$ cat src/rtl/core/asgr_pkg.sv
// ----------------------------------------------------------------------------
// asgr_pkg: shared types and constants of the SGR attribute parser
// Item structs, parser state, configuration set and code point constants.
// ----------------------------------------------------------------------------
package asgr_pkg;

  // Field widths
  localparam int CP_W    = 21;
  localparam int COLOR_W = 8;
  localparam int MODE_W  = 7;
  localparam int NUM_W   = 8;

  // Code points that steer the parser
  localparam logic [CP_W-1:0] CP_LF  = 21'h00000A;
  localparam logic [CP_W-1:0] CP_ESC = 21'h00001B;
  localparam logic [CP_W-1:0] CP_LBR = 21'h00005B;
  localparam logic [CP_W-1:0] CP_M   = 21'h00006D;
  localparam logic [CP_W-1:0] CP_D0  = 21'h000030;
  localparam logic [CP_W-1:0] CP_D9  = 21'h000039;

  // SGR parameter values with a special meaning
  localparam logic [NUM_W-1:0] SGR_RESET   = 8'd0;
  localparam logic [NUM_W-1:0] SGR_FG_EXT  = 8'd38;
  localparam logic [NUM_W-1:0] SGR_BG_EXT  = 8'd48;
  localparam logic [NUM_W-1:0] SGR_PALETTE = 8'd5;

  // Mode bit i is set by MODE_SET_CODE[i] and cleared by MODE_CLR_CODE[i]
  localparam logic [NUM_W-1:0] MODE_SET_CODE [0:MODE_W-1] =
    '{8'd1, 8'd2, 8'd3, 8'd4, 8'd7, 8'd8, 8'd9};
  localparam logic [NUM_W-1:0] MODE_CLR_CODE [0:MODE_W-1] =
    '{8'd22, 8'd22, 8'd23, 8'd24, 8'd27, 8'd28, 8'd29};

  // Configuration register reset values
  localparam logic [COLOR_W-1:0] INIT_FORE_RST = 8'd7;
  localparam logic [COLOR_W-1:0] INIT_BACK_RST = 8'd232;
  localparam logic [MODE_W-1:0]  INIT_MODE_RST = 7'd0;

  // Configuration register indexes (byte address / 4)
  localparam int ADDR_W = 4;
  localparam logic [1:0] REG_INIT_FORE = 2'd0;
  localparam logic [1:0] REG_INIT_BACK = 2'd1;
  localparam logic [1:0] REG_INIT_MODE = 2'd2;

  // Result kinds
  localparam logic KIND_GLYPH   = 1'b0;
  localparam logic KIND_NEWLINE = 1'b1;

  typedef enum logic [1:0] {
    PH_PLAIN = 2'd0,
    PH_ESC   = 2'd1,
    PH_SEQ   = 2'd2
  } phase_t;

  typedef enum logic [2:0] {
    PEND_NONE = 3'd0,
    PEND_FG5  = 3'd1,
    PEND_FGN  = 3'd2,
    PEND_BG5  = 3'd3,
    PEND_BGN  = 3'd4
  } pend_t;

  typedef struct packed {
    logic [CP_W-1:0] code_point;
    logic            first_of_text;
  } in_item_t;

  typedef struct packed {
    logic               item_kind;
    logic [CP_W-1:0]    glyph_code;
    logic [COLOR_W-1:0] glyph_forecolor;
    logic [COLOR_W-1:0] glyph_backcolor;
    logic [MODE_W-1:0]  glyph_mode;
  } out_item_t;

  typedef struct packed {
    logic [COLOR_W-1:0] init_fore;
    logic [COLOR_W-1:0] init_back;
    logic [MODE_W-1:0]  init_mode;
  } cfg_t;

  typedef struct packed {
    logic [COLOR_W-1:0] fore;
    logic [COLOR_W-1:0] back;
    logic [MODE_W-1:0]  mode;
    phase_t             phase;
    logic [NUM_W-1:0]   num;
    logic               num_open;
    pend_t              pend;
  } sgr_state_t;

endpackage

$ cat src/rtl/core/ansi_sgr_attribute_parser.sv
// ----------------------------------------------------------------------------
// ansi_sgr_attribute_parser: ANSI SGR attribute parser, top level
// Input register, parser step logic, parser state and result register.
// ----------------------------------------------------------------------------
// The block takes one decoded code point per cycle while it is not stalled
// and returns glyphs and newline markers tagged with the colour and style in
// force, consuming ESC [ ... m sequences on the way. Each code point passes
// the input register, then the step logic and the result register, where its
// result is offered to the receiver. Both channels stall together only when
// the result register is full and not taken. Write the initial attribute
// registers only while the block is idle.
// ----------------------------------------------------------------------------
module ansi_sgr_attribute_parser (
  input  logic                        clk,
  input  logic                        rst_n,
  input  logic                        in_valid,
  output logic                        in_ready,
  input  asgr_pkg::in_item_t          in_data,
  output logic                        out_valid,
  input  logic                        out_ready,
  output asgr_pkg::out_item_t         out_data,
  input  logic                        psel,
  input  logic                        penable,
  input  logic                        pwrite,
  input  logic [asgr_pkg::ADDR_W-1:0] paddr,
  input  logic [31:0]                 pwdata,
  output logic [31:0]                 prdata,
  output logic                        pready
);

  asgr_pkg::cfg_t       cfg;
  logic                 s1_valid_r;
  asgr_pkg::in_item_t   s1_item_r;
  asgr_pkg::sgr_state_t state_r;
  asgr_pkg::sgr_state_t state_nxt;
  logic                 emit;
  asgr_pkg::out_item_t  result;
  logic                 out_valid_r;
  asgr_pkg::out_item_t  out_item_r;
  logic                 advance;

  asgr_regs u_regs (
    .clk     (clk),
    .rst_n   (rst_n),
    .psel    (psel),
    .penable (penable),
    .pwrite  (pwrite),
    .paddr   (paddr),
    .pwdata  (pwdata),
    .prdata  (prdata),
    .pready  (pready),
    .cfg_o   (cfg)
  );

  asgr_step u_step (
    .state_i  (state_r),
    .cfg_i    (cfg),
    .item_i   (s1_item_r),
    .state_o  (state_nxt),
    .emit_o   (emit),
    .result_o (result)
  );

  assign advance   = !out_valid_r || out_ready;
  assign in_ready  = !s1_valid_r || advance;
  assign out_valid = out_valid_r;
  assign out_data  = out_item_r;

  // Input register: take a new transfer whenever it is empty or the held item moves on
  always_ff @(posedge clk) begin
    if (!rst_n) begin
      s1_valid_r <= 1'b0;
    end else if (in_ready) begin
      s1_valid_r <= in_valid;
    end
  end

  always_ff @(posedge clk) begin
    if (in_ready && in_valid) begin
      s1_item_r <= in_data;
    end
  end

  // Parser state: advance once per consumed code point
  always_ff @(posedge clk) begin
    if (!rst_n) begin
      state_r.fore     <= asgr_pkg::INIT_FORE_RST;
      state_r.back     <= asgr_pkg::INIT_BACK_RST;
      state_r.mode     <= asgr_pkg::INIT_MODE_RST;
      state_r.phase    <= asgr_pkg::PH_PLAIN;
      state_r.num      <= '0;
      state_r.num_open <= 1'b0;
      state_r.pend     <= asgr_pkg::PEND_NONE;
    end else if (s1_valid_r && advance) begin
      state_r <= state_nxt;
    end
  end

  // Result register
  always_ff @(posedge clk) begin
    if (!rst_n) begin
      out_valid_r <= 1'b0;
    end else if (advance) begin
      out_valid_r <= s1_valid_r && emit;
    end
  end

  always_ff @(posedge clk) begin
    if (advance && s1_valid_r && emit) begin
      out_item_r <= result;
    end
  end

  // A digit run is only open inside a sequence
  a_num_in_seq : assert property (@(posedge clk) disable iff (!rst_n)
    state_r.num_open |-> (state_r.phase == asgr_pkg::PH_SEQ))
    else $error("digit run open outside a control sequence");

  // The final byte of a sequence returns to plain text with nothing pending
  a_seq_close : assert property (@(posedge clk) disable iff (!rst_n)
    (s1_valid_r && advance && !s1_item_r.first_of_text
     && state_r.phase == asgr_pkg::PH_SEQ && s1_item_r.code_point == asgr_pkg::CP_M)
    |=> (state_r.phase == asgr_pkg::PH_PLAIN && state_r.pend == asgr_pkg::PEND_NONE))
    else $error("sequence not closed by its final byte");

  // A newline marker carries code point zero
  a_newline_code : assert property (@(posedge clk) disable iff (!rst_n)
    (out_valid_r && out_item_r.item_kind == asgr_pkg::KIND_NEWLINE)
    |-> (out_item_r.glyph_code == '0))
    else $error("newline marker with non-zero code");

  // A new result only follows a consumed input item
  a_result_source : assert property (@(posedge clk) disable iff (!rst_n)
    $rose(out_valid_r) |-> $past(s1_valid_r))
    else $error("result without a consumed item");

endmodule

$ cat src/rtl/core/asgr_regs.sv
// ----------------------------------------------------------------------------
// asgr_regs: configuration registers
// APB-style register file holding the initial colours and mode.
// ----------------------------------------------------------------------------
module asgr_regs (
  input  logic                          clk,
  input  logic                          rst_n,
  input  logic                          psel,
  input  logic                          penable,
  input  logic                          pwrite,
  input  logic [asgr_pkg::ADDR_W-1:0]   paddr,
  input  logic [31:0]                   pwdata,
  output logic [31:0]                   prdata,
  output logic                          pready,
  output asgr_pkg::cfg_t                cfg_o
);

  asgr_pkg::cfg_t cfg_r;
  logic           wr_en;
  logic [1:0]     reg_idx;

  assign pready  = 1'b1;
  assign wr_en   = psel & penable & pwrite & pready;
  assign reg_idx = paddr[3:2];
  assign cfg_o   = cfg_r;

  // Write on the access phase of a transfer
  always_ff @(posedge clk) begin
    if (!rst_n) begin
      cfg_r.init_fore <= asgr_pkg::INIT_FORE_RST;
      cfg_r.init_back <= asgr_pkg::INIT_BACK_RST;
      cfg_r.init_mode <= asgr_pkg::INIT_MODE_RST;
    end else if (wr_en) begin
      case (reg_idx)
        asgr_pkg::REG_INIT_FORE: cfg_r.init_fore <= pwdata[asgr_pkg::COLOR_W-1:0];
        asgr_pkg::REG_INIT_BACK: cfg_r.init_back <= pwdata[asgr_pkg::COLOR_W-1:0];
        asgr_pkg::REG_INIT_MODE: cfg_r.init_mode <= pwdata[asgr_pkg::MODE_W-1:0];
        default: ;
      endcase
    end
  end

  // Read back, zero extended
  always_comb begin
    case (reg_idx)
      asgr_pkg::REG_INIT_FORE: prdata = {24'd0, cfg_r.init_fore};
      asgr_pkg::REG_INIT_BACK: prdata = {24'd0, cfg_r.init_back};
      asgr_pkg::REG_INIT_MODE: prdata = {25'd0, cfg_r.init_mode};
      default:                 prdata = 32'd0;
    endcase
  end

endmodule

$ cat src/rtl/core/asgr_step.sv
// ----------------------------------------------------------------------------
// asgr_step: parser step logic
// Next parser state and optional result for one code point.
// ----------------------------------------------------------------------------
module asgr_step (
  input  asgr_pkg::sgr_state_t state_i,
  input  asgr_pkg::cfg_t       cfg_i,
  input  asgr_pkg::in_item_t   item_i,
  output asgr_pkg::sgr_state_t state_o,
  output logic                 emit_o,
  output asgr_pkg::out_item_t  result_o
);

  asgr_pkg::sgr_state_t         cur;
  asgr_pkg::sgr_state_t         nxt;
  logic [asgr_pkg::CP_W-1:0]    cp;
  logic                         is_digit;
  logic                         plain;
  logic                         param_go;
  logic                         seq_end;
  logic [asgr_pkg::NUM_W-1:0]   num_base;
  logic [asgr_pkg::NUM_W-1:0]   v;
  logic [asgr_pkg::MODE_W-1:0]  set_hit;
  logic [asgr_pkg::MODE_W-1:0]  clr_hit;

  assign cp       = item_i.code_point;
  assign is_digit = (cp >= asgr_pkg::CP_D0) && (cp <= asgr_pkg::CP_D9);
  assign num_base = cur.num_open ? cur.num : '0;
  assign v        = cur.num;

  // Match the finished parameter against the style code tables
  always_comb begin
    for (int i = 0; i < asgr_pkg::MODE_W; i++) begin
      set_hit[i] = (asgr_pkg::MODE_SET_CODE[i] == v);
      clr_hit[i] = (asgr_pkg::MODE_CLR_CODE[i] == v);
    end
  end

  always_comb begin
    // Start of a new text: restore attributes and drop any open sequence
    cur = state_i;
    if (item_i.first_of_text) begin
      cur.fore     = cfg_i.init_fore;
      cur.back     = cfg_i.init_back;
      cur.mode     = cfg_i.init_mode;
      cur.phase    = asgr_pkg::PH_PLAIN;
      cur.num      = '0;
      cur.num_open = 1'b0;
      cur.pend     = asgr_pkg::PEND_NONE;
    end

    nxt      = cur;
    plain    = 1'b0;
    param_go = 1'b0;
    seq_end  = 1'b0;
    emit_o   = 1'b0;

    // Advance the escape phase
    case (cur.phase)
      asgr_pkg::PH_ESC: begin
        if (cp == asgr_pkg::CP_LBR) begin
          nxt.phase    = asgr_pkg::PH_SEQ;
          nxt.num      = '0;
          nxt.num_open = 1'b0;
          nxt.pend     = asgr_pkg::PEND_NONE;
        end else begin
          nxt.phase = asgr_pkg::PH_PLAIN;
          plain     = 1'b1;
        end
      end
      asgr_pkg::PH_SEQ: begin
        if (is_digit) begin
          nxt.num      = asgr_pkg::NUM_W'(num_base * 8'd10) + {4'd0, cp[3:0]};
          nxt.num_open = 1'b1;
        end else begin
          param_go     = cur.num_open;
          nxt.num_open = 1'b0;
          seq_end      = (cp == asgr_pkg::CP_M);
        end
      end
      default: begin
        nxt.phase = asgr_pkg::PH_PLAIN;
        plain     = 1'b1;
      end
    endcase

    // Apply a parameter whose digit run has just ended
    if (param_go) begin
      case (cur.pend)
        asgr_pkg::PEND_FGN: begin
          nxt.fore = v;
          nxt.pend = asgr_pkg::PEND_NONE;
        end
        asgr_pkg::PEND_BGN: begin
          nxt.back = v;
          nxt.pend = asgr_pkg::PEND_NONE;
        end
        default: begin
          if (cur.pend == asgr_pkg::PEND_FG5 && v == asgr_pkg::SGR_PALETTE) begin
            nxt.pend = asgr_pkg::PEND_FGN;
          end else if (cur.pend == asgr_pkg::PEND_BG5 && v == asgr_pkg::SGR_PALETTE) begin
            nxt.pend = asgr_pkg::PEND_BGN;
          end else begin
            nxt.pend = asgr_pkg::PEND_NONE;
            if (v == asgr_pkg::SGR_FG_EXT) begin
              nxt.pend = asgr_pkg::PEND_FG5;
            end else if (v == asgr_pkg::SGR_BG_EXT) begin
              nxt.pend = asgr_pkg::PEND_BG5;
            end else if (v == asgr_pkg::SGR_RESET) begin
              nxt.fore = cfg_i.init_fore;
              nxt.back = cfg_i.init_back;
              nxt.mode = cfg_i.init_mode;
            end else if (|set_hit) begin
              nxt.mode = cur.mode | set_hit;
            end else begin
              nxt.mode = cur.mode & ~clr_hit;
            end
          end
        end
      endcase
    end

    // Close the sequence on its final byte
    if (seq_end) begin
      nxt.phase = asgr_pkg::PH_PLAIN;
      nxt.pend  = asgr_pkg::PEND_NONE;
      nxt.num   = '0;
    end

    // Plain text: open an escape or emit the character
    if (plain) begin
      if (cp == asgr_pkg::CP_ESC) begin
        nxt.phase = asgr_pkg::PH_ESC;
      end else begin
        emit_o = 1'b1;
      end
    end

    state_o = nxt;
  end

  // Result carries the attributes in force before this code point
  always_comb begin
    result_o.item_kind       = (cp == asgr_pkg::CP_LF) ? asgr_pkg::KIND_NEWLINE
                                                       : asgr_pkg::KIND_GLYPH;
    result_o.glyph_code      = (cp == asgr_pkg::CP_LF) ? '0 : cp;
    result_o.glyph_forecolor = cur.fore;
    result_o.glyph_backcolor = cur.back;
    result_o.glyph_mode      = cur.mode;
  end

endmodule

$ cat config.mk
export PLATFORM = sky130hd
export DESIGN_NAME = ansi_sgr_attribute_parser
export DESIGN_NICKNAME = d
export VERILOG_FILES = /design/src/rtl/core/asgr_pkg.sv /design/src/rtl/core/ansi_sgr_attribute_parser.sv /design/src/rtl/core/asgr_regs.sv /design/src/rtl/core/asgr_step.sv
export SDC_FILE = /design/constraint.sdc
export NUM_CORES = 1
export LEC_CHECK = 0
export BUFFER_PORTS_ARGS = -buffer_cell sky130_fd_sc_hd__buf_2
export CAP_MARGIN = 10
export CORE_MARGIN = 2
export CORE_UTILIZATION = 45
export DETAILED_ROUTE_END_ITERATION = 8
export GPL_TIMING_DRIVEN = 0
export PLACE_DENSITY = 0.82
export SETUP_SLACK_MARGIN = 0.5
export SLEW_MARGIN = 5
export SYNTH_ARGS = -nofsm -noshare
export SYNTH_HDL_FRONTEND = slang
export SYNTH_SLANG_ARGS = --single-unit
$ cat constraint.sdc
create_clock -name clk -period 4.05 [get_ports clk]
set_clock_uncertainty 0.05 [all_clocks]
set_input_delay 0.405 -clock clk [delete_from_list [all_inputs] [get_ports clk]]
set_output_delay 0.405 -clock clk [all_outputs]
set_load 0.03 [all_outputs]
**Yosys cells after proc, flatten, opt, wreduce, memory -nomap -nowiden**

Index checks and enable logic that the tools add are counted.

- Memory bits (read-only): 0
- Memories: 0
- Bits in writable memories: 0
- Word-level logic and storage cells: 114
- Bits in latches: 0
- Output and inout port bits: 80
- Bits of input ports: 65
- Register bits: 129

- Reductions and logical operators: 18
- Multiplexer cells: 40
- Eq/ne operators: 28
- Shifts and indexed selects: 0
- $mul: 1
- Magnitude comparators: 2
- Div/mod/pow operators: 0
- Bitwise logic cells: 5
- Add/subtract/negate cells: 1

Operators with widths:

| operator | number |
|---|---|
| $mux 23 | 5 |
| $eq 5x8->1 const A | 6 |
| $eq 21x7->1 const B | 2 |
| $mux 37 | 1 |
| $pmux 8 s2 | 2 |
| $pmux 8 s3 | 1 |
| $eq 21x4->1 const B | 1 |
| $eq 21x5->1 const B | 1 |
| $ge 21x6->1 const B | 1 |
| $le 21x6->1 const B | 1 |
| $mux 3 | 7 |
| $mux 7 | 3 |
| $pmux 9 s2 | 1 |
| $eq 2x8->1 const A | 2 |
| $eq 3x8->1 const A | 2 |
| $eq 4x8->1 const A | 2 |
| $eq 8x6->1 const B | 2 |
| $mux 16 | 1 |
| $mux 8 | 2 |
| $mux 12 | 1 |
| $mux 10 | 1 |
| $mux 1 | 9 |
| $add 8x4->8 | 1 |
| $eq 1x8->1 const A | 1 |
| 22 further kinds | 39 |

**Logic depth before layout (Yosys ltp)**

Gate-level depths: netlist of run 1.

- Word-level depth: 12
- Depth in mapped cells: 12
- Mapped depth without buffers: 11

**Modules after synthesis**

From an unflattened synthesis of run 1, not the netlist that was laid out.

- Cell total of the unflattened synthesis: 736
- Area total of the unflattened synthesis: 7302.0 um^2

Modules (own cells, without submodules):

| module | area each (um^2) | sequential area each (um^2) | times used | cells an instance |
|---|---|---|---|---|
| ansi_sgr_attribute_parser | 3644.7 | 2792.7 | 1 | 242 |
| asgr_step | 2334.7 | 0.0 | 1 | 347 |
| asgr_regs | 1322.5 | 460.4 | 1 | 147 |

**Worst setup path after synthesis of run 1**

No wires, ideal clock.

- Path kind: flip-flop to flip-flop
- Start point: register s1_item_r[0] (netlist name)
- End point: register out_item_r (netlist bit out_data[0]), enable pin
- Data required time: 3551 ps
- Setup time: 449 ps
- Path buffers: 1
- Slack: 223 ps
- Cell stages (with the launch flop): 10
- Period minus slack after synthesis: 3827 ps
- Data arrival time: 3328 ps
- Cells stage by stage: edfxtp_1 > clkbuf_8 > clkinv_1 > nand2_1 > inv_1 > ha_1 > inv_1 > or4_1 > nand3_1 > nor2_1

- Word-level cells in the longest chain between the ends: 5
- Elaborated cells on any way between the ends: 6
- Classes of those cells: eq/ne: 2; mux: 3; reduce/logical: 1

RTL lines:

| what | line | source |
|---|---|---|
| start: declaration | ansi_sgr_attribute_parser.sv:33 | `asgr_pkg::in_item_t s1_item_r;` |
| start signal: assignment | ansi_sgr_attribute_parser.sv:80 | `s1_item_r <= in_data;` |
| $mux 37 * | asgr_step.sv:42 | `if (item_i.first_of_text) begin` |
| $eq 2x2->1 or $eq 2x1->1 (tied branches) | asgr_step.sv:59 | `case (cur.phase)` |
| $pmux 1 s2 * | asgr_step.sv:59 |  |
| $mux 1 * | asgr_step.sv:131 | `if (plain) begin` |
| $logic_and 1x1->1 * | ansi_sgr_attribute_parser.sv:109 | `if (advance && s1_valid_r && emit) begin` |
| end signal: assignment | ansi_sgr_attribute_parser.sv:110 | `out_item_r <= result;` |
| end: declaration | ansi_sgr_attribute_parser.sv:39 | `asgr_pkg::out_item_t out_item_r;` |

Mark *: on every way between the ends. The rest lies on a longest branch, timed or not.
A chain may end at the register's enable or synchronous reset.

**Final worst setup path of run 1**

- Start point: register state_r[6] (netlist name)
- End point: register state_r[11] (netlist name)

- Word-level cells in the longest chain between the ends: 7

RTL lines:

| what | line | source |
|---|---|---|
| start: declaration | ansi_sgr_attribute_parser.sv:34 | `asgr_pkg::sgr_state_t state_r;` |
| start signal: assignment | ansi_sgr_attribute_parser.sv:95 | `state_r <= state_nxt;` |
| $mux 37 | asgr_step.sv:42 |  |
| $mux 8 | asgr_step.sv:28 | `assign num_base = cur.num_open ? cur.num : '0;` |
| $mul 8x3->7 | asgr_step.sv:73 | `nxt.num = asgr_pkg::NUM_W'(num_base * 8'd10) + {4'd0, cp[3:0]};` |
| $add 8x4->8 | asgr_step.sv:73 |  |
| $mux 8 | asgr_step.sv:72 | `if (is_digit) begin` |
| $pmux 9 s2 | asgr_step.sv:59 |  |
| $mux 10 | asgr_step.sv:124 | `if (seq_end) begin` |

No other way between the ends.

==> summary.md, run 1 <==
| Metric | Value |
|---|---|
| Hpwl dp | `~12,000 um` |
| Seq/Total Area, Yosys | `47.8%` |
| Die area | `16,100 um2` |
| Hold/Removal Path Class | `in -> reg` |
| Pwr/cell area | `388 nW/um2` |
| Min-delay src | `in_data[15]` |
| Placed Area | `7610 um2` |
| Cell area after synthesis | `6800 um2` |
| Crit. Startpoint | `state_r[6]` |
| Avg Cell Area, Syn | `10.4 um2` |
| Die Y | `127 um` |
| Slew @ Worst Pin | `930 ps` |
| Warnings, synthesis | `0` |
| DRC | `0` |
| Yosys reg bits | `129` |
| Post-CTS Setup Inserts | `0` |
| Tcrit/Tclk final | `approximately four fifths` |
| Leakage | `3.26 nW` |
| Setup violators final | `0` |
| CTS tree | `built` |
| Fraction of registers with async set/reset | `0%` |
| EDFF count, synth | `between 60 and 70` |
| Slew headroom | `between 30% and 40%` |
| Dominant synthesized flop cell | `edfxtp_1` |
| Grt ovf | `0` |
| Tot Pwr | `3.16 mW` |
| 1st-pass router iterations | `5` |
| Netlist cell types | `85` |
| Worst setup path endpoint | `state_r[11]` |
| Diodes inserted | `0` |
| Max-slew violation count | `0` |
| Worst r2r path cells | `11` |
| Largest net degree at the start of global routing | `34` |
| Worst Setup Start Kind | `register` |
| Fill count | `1,266` |
| R2r setup slk | `750 ps` |
| Initial core utilization | `a little under half` |
| Post-DR wirelength/cell | `17.2 um` |
| Total GRT Usage | `21.3%` |
| # rows | `44` |
| Die Width | `127 um` |
| CORE AREA | `roughly 15,000 um2` |
| RSZ-0062 raised after global routing | `false` |
| Root buffer cell | `clkbuf_16` |
| Worst-path clk slew | `50 ps` |
| I/O Pins | `145` |
| CTS Buffer Depth | `2` |
| Share of cells above drive strength 1 | `27.0%` |
| Area delta synth->final | `19.9%` |
| Port bufs | `93` |
| Fin Setup TNS | `0 ps` |
| Global-route wire length before repair | `between 20,000 and 30,000 um` |
| Top-area cell type share of the netlist area | `29.6%` |
| Initial antenna violation count | `0` |
| Depth of the CTS H-tree | `4` |
| Via-to-Cell Ratio | `5.60` |
| Reg-to-Reg Start | `state_r[6]` |
| Worst Path Max Fanout | `10` |
| Crit path kind | `reg -> reg` |
| Capturing element type of the critical path | `register` |
| Peak VDD IR | `~0.23 mV` |
| Synth area leaders | `edfxtp_1 (30%), dfxtp_1 (18%), nand2_1 (4.0%), mux2i_1 (3.5%), mux2_2 (3.5%)` |
| Vias in the first global route | `5,153` |
| Vias | `5,537` |
| DR iter-0 viols | `roughly 580` |
| Final WS setup | `750 ps` |
| Max Clk Rate | `303 MHz` |
| FF-to-FF End | `state_r[11]` |
| Critical Path RT | `4370 ps` |
| Yosys top cell by area | `edfxtp_1` |
| Status | `complete, no violations` |
| Dpl ws | `571 ps` |
| Worst EP arrival | `3620 ps` |
| Post-route cell area | `8150 um2` |
| Final nets | `867` |
| WL final | `around 17,000 um` |
| Max cap viols | `0` |
| Clk_lat worst skew | `420 ps` |
| Mapped Cells | `656` |
| Placer Congestion | `around 0.92` |
| Post-layout min period | `~3300 ps` |
| CTS Buf Count | `17` |
| Final Hold Viols | `0` |
| Clock Sinks | `around 130` |
| Detail Route Antenna Nets | `0` |
-- worst max-delay path, stage by stage, from the launching register on --
cell	delay, ps
dfxtp_1	300
clkbuf_1	390
clkbuf_2	370
and3_1	210
ha_1	160
inv_1	50
fa_1	370
xnor2_1	260
o2111a_1	240
xnor3_1	210
a2111oi_0	490
a31o_1	150
-- metrics by stage --
stage	utilization, %	std cells	hold WS (ps)
global route	55.7	989	86.2
CTS	55.6	989	89.2
detailed placement	52.0	957	413
floorplan	-	679	376
finish	55.7	989	101
global placement	51.8	956	399
-- repair_timing --
| action | in CTS | in global routing |
|---|---|---|
| endpoints found under the setup margin | 0 | 1 |
| resized for setup | 0 | 7 |
| hold buffers | 0 | 0 |
-- power breakdown --
part | leakage, nW | switching [mW] | total (mW) | internal [mW]
clock | 0.267 | 0.543 | 1.42 | 0.873
combinational | 1.87 | 0.196 | 0.295 | 0.0988
sequential | 1.13 | 0.0244 | 1.45 | 1.43
total | 3.26 | 0.764 | 3.16 | 2.40
-- final cells by class --
type                            instances  area [um2]  area share, %
Sequential cell                       129        3250           39.9
Multi-Input combinational cell        455        3070           37.6
Buffer                                 81         526           6.45
Timing Repair Buffer                   94         485           5.96
Clock buffer                           26         479           5.88
Tap cell                              184         230           2.82
Clock inverter                          6        57.6          0.706
Inverter                               14        52.6          0.645
-- synthesized netlist by cell type, drive strengths merged, types with 3 or more instances --
cell type  count
o22ai          4
mux2i         24
edfxtp        67
dfxtp         62
ha             9
inv           13
nand2b         4
a21o           5
nor3b          5
or4            3
a31oi          9
and2           7
xor2           4
nor4           6
o21a          11
a22oi         20
nor2          36
clkbuf        36
nand3         23
a2bb2oi        5
o21ai         36
buf           42
nand2         73
or3            5
o311ai         3
a22o           7
o31ai          7
nor2b         11
nand3b         4
a21oi         30
nor3          12
mux2          22
o2111ai        4
xnor2          8
-- registers in the layout (all words and copies together) (netlist names) --
signal,flops
state_r,37
s1_item_r,22
s1_valid_r,1
u_regs.cfg_o,23
out_valid,1
out_data,45
-- how the worst min path moves through the flow --
stage	end	cells past startpoint
2_1_floorplan	state_r[13]	1
3_3_place_gp	state_r[13]	1
3_5_place_dp	state_r[19]	2
4_1_cts	s1_item_r[14]	1
5_1_grt	s1_item_r[1]	1
6_report	s1_item_r[15]	1
-- kinds of logic after synthesis --
group	synth area share, %
multiplexers	7.18
adder cells (fa/ha/maj)	1.95
AND/OR/NAND/NOR	15.4
XOR/XNOR	1.88
flip-flops	47.8
AO/OA/AOI/OAI	17.2
buffers and inverters	8.45
other	0.110
-- per-layer routing --
layer  wire length [um]  track usage (%)
met2               7750             32.8
met1               7070             27.8
met3               1820             7.76
met4                393             7.89
met5                  0                0
-- placed cells by master, fill, tap and decap left out, drive strengths merged, types with 5 or more instances in the layout --
master     n
nor3      12
inv       15
or3        5
edfxtp    67
clkbuf    62
nor2      36
nand3     23
buf      136
a22o       7
mux2i     24
a21oi     30
o21ai     36
and2       7
nor2b     11
nor4       6
xnor2      8
a21o       5
a31oi      9
nor3b      5
conb      25
a22oi     20
dfxtp     62
o31ai      7
o21a      11
ha         9
mux2      22
a2bb2oi    5
nand2     73
Power figures use the tool's default switching activity.
==> inputs of run 2 (changes only) <==
--- a/config.mk
+++ b/config.mk
@@ -11,7 +11,7 @@
 export CORE_UTILIZATION = 45
 export DETAILED_ROUTE_END_ITERATION = 8
 export GPL_TIMING_DRIVEN = 0
-export PLACE_DENSITY = 0.82
+export PLACE_DENSITY = 0.8
 export SETUP_SLACK_MARGIN = 0.5
 export SLEW_MARGIN = 5
 export SYNTH_ARGS = -nofsm -noshare
==> constraint.sdc (replaced) <==
create_clock -name clk -period 3.2 [get_ports clk]
set_clock_uncertainty 0.05 [all_clocks]
set_input_delay 0.32 -clock clk [delete_from_list [all_inputs] [get_ports clk]]
set_output_delay 0.32 -clock clk [all_outputs]
set_load 0.03 [all_outputs]
==> run 2 against run 1 <==
Against the previous run: hold slack lost 87 ps; final cell count grew 0.61%; sequential cell count is the same; routed wire length grew 5.9%; combinational power grew 32%; non-clock buffer count grew 5; setup slack lost 270 ps; design area grew 3.7%; first-iteration DRC count grew 18%; register-to-register slack lost 270 ps; maximum frequency grew 21%; largest cell class unchanged; largest power group is now clock.
==> summary.md, run 2 (synthesis results as in run 1) <==
| Metric | Value |
|---|---|
| Status | `complete, no violations` |
| DR iter-0 viols | `681` |
| Total GRT Usage | `between 20% and 30%` |
| Post-DR wirelength/cell | `18.1 um` |
| Diodes inserted | `0` |
| DRC | `0` |
| Largest net degree at the start of global routing | `23` |
| Placer Congestion | `roughly 0.95` |
| Dpl ws | `-39.8 ps` |
| Global-route wire length before repair | `28,600 um` |
| Worst EP arrival | `between 3000 and 4000 ps` |
| Tcrit/Tclk final | `between 80% and 90%` |
| Cell chain of the critical path | `clkbuf_8 -> buf_4 -> nand3b_1 -> xnor2_1 -> ha_1 -> o21a_1 -> o2111a_1 -> xnor3_2 -> a2111oi_4 -> a31o_1` |
| Hold buffers post-CTS | `0` |
| Most common cell after layout, fill and taps aside | `buf_2` |
| Detail Route Antenna Nets | `0` |
| Die Width | `127 um` |
| Die area | `approximately 16,000 um2` |
| Initial antenna violation count | `0` |
| Commonest non-fill, non-tap cells in the layout | `buf_2 (100), nand2_1 (72), edfxtp_1 (67)` |
| Crit path largest cell delay | `440 ps` |
| Vias | `between 5,000 and 6,000` |
| Critical Path RT | `3520 ps` |
| 1st-pass router iterations | `6` |
| Port bufs | `93` |
| # rows | `44` |
| Via-to-Cell Ratio | `between 5 and 6` |
| CTS Buf Count | `17` |
| CTS tree | `built` |
| WL final | `18,000 um` |
| CORE AREA | `14,600 um2` |
| Root buffer cell | `clkbuf_16` |
| Critical path's slowest cell | `edfxtp_1` |
| Clock Sinks | `129` |
| Grt ovf | `0` |
| Register area | `3260 um2` |
| Max cap viols | `0` |
| Setup violators final | `0` |
| Final Hold Viols | `0` |
| Capturing element type of the critical path | `register` |
| Final WS setup | `484 ps` |
| Post-layout min period | `between 2000 and 3000 ps` |
| Pwr/cell area | `517 nW/um2` |
| Hold Crit Depth | `1` |
| Vias in the first global route | `5,474` |
| Final nets | `approximately 870` |
| Clk_lat worst skew | `430 ps` |
| Slew @ Worst Pin | `945 ps` |
| Worst Path Max Fanout | `6` |
| Worst-path clk slew | `60 ps` |
| Hold/Removal Path Class | `in -> reg` |
| Hpwl dp | `12,200 um` |
| RSZ-0062 raised after global routing | `true` |
| Worst r2r path cells | `10` |
| Initial core utilization | `46.4%` |
| Slew headroom | `37.0%` |
| Peak VDD IR | `0.619 mV` |
| Max-slew violation count | `0` |
| Crit path kind | `reg -> reg` |
| Share of cells above drive strength 1 | `between 20% and 30%` |
| Max Clk Rate | `368 MHz` |
| R2r setup slk | `between 400 and 500 ps` |
| I/O Pins | `between 100 and 150` |
| Number of flip-flops under the largest register name | `45` |
| Leakage | `approximately 3.4 nW` |
| Tot Pwr | `4.37 mW` |
| Die Y | `around 130 um` |
| CTS Buffer Depth | `2` |
| Fin Setup TNS | `0 ps` |
| Fill count | `1,187` |
| Depth of the CTS H-tree | `4` |
| Multi-input logic area | `3120 um2` |
| Area delta synth->final | `24.3%` |
| Worst Setup Start Kind | `register` |
[run 2: layer usage]
layer | routed length (um) | vias to the layer above | track usage [%] | share of wire [%]
met5 | 0 | - | 0 | 0
met4 | 554 | 0 | 10.5 | 3.1
met3 | 1650 | 49 | 5.95 | 9.1
met2 | 8530 | 301 | 36.8 | 47
met1 | 7300 | 2642 | 28.5 | 40
li1 | - | 2641 | - | -
[run 2: cell type report]
cell class / count / area share [%]
repair buffers: 99 / 6.43
plain buffers: 81 / 6.77
well taps: 184 / 2.72
inverters: 14 / 0.770
flip-flops and latches: 129 / 38.6
clock inverters: 15 / 2.75
clock buffers: 17 / 5.03
multi-input cells: 456 / 37.0
[run 2: path summary, 6_finish.rpt]
path	endpoint	from
max	state_r[11]	s1_item_r[0]
min	s1_item_r[10]	in_data[10]
max reg2reg	state_r[11]	s1_item_r[0]
min reg2reg	state_r[17]	state_r[17]
[run 2: through the flow]
step | area (um2) | cells | util, % | hold WS, ps
global route | 8450 | 995 | 57.7 | 6.52
CTS | 8410 | 994 | 57.4 | 5.51
global placement | 7600 | 956 | 51.9 | 398
detailed placement | 7630 | 957 | 52.1 | 399
floorplan | 6910 | 679 | - | 369
finish | 8450 | 995 | 57.7 | 14.0
[run 2: worst max-delay path, delay by kind of cell, from the launching register on]
family                     cells  cell delay (ps)
xor gates and xnor gates       2              440
buffers and inverters          2              370
adders and majority gates      1              230
AOI/OAI and AO/OA              4              900
and+or+nand+nor                1              220
DFF                            1              440
[run 2: repair_timing]
action                                  in CTS  in global routing
setup buffers                                4                  1
resized for setup                           22                  5
pin swaps                                    5                  3
cloned                                       1                  0
endpoints found under the setup margin      64                 41
[run 2: power by group]
part | internal (mW) | total [mW] | switching, mW | leakage (nW)
registers | 1.80 | 1.83 | 0.0321 | 1.13
clock network | 1.39 | 2.14 | 0.755 | 0.312
logic | 0.132 | 0.390 | 0.258 | 1.94
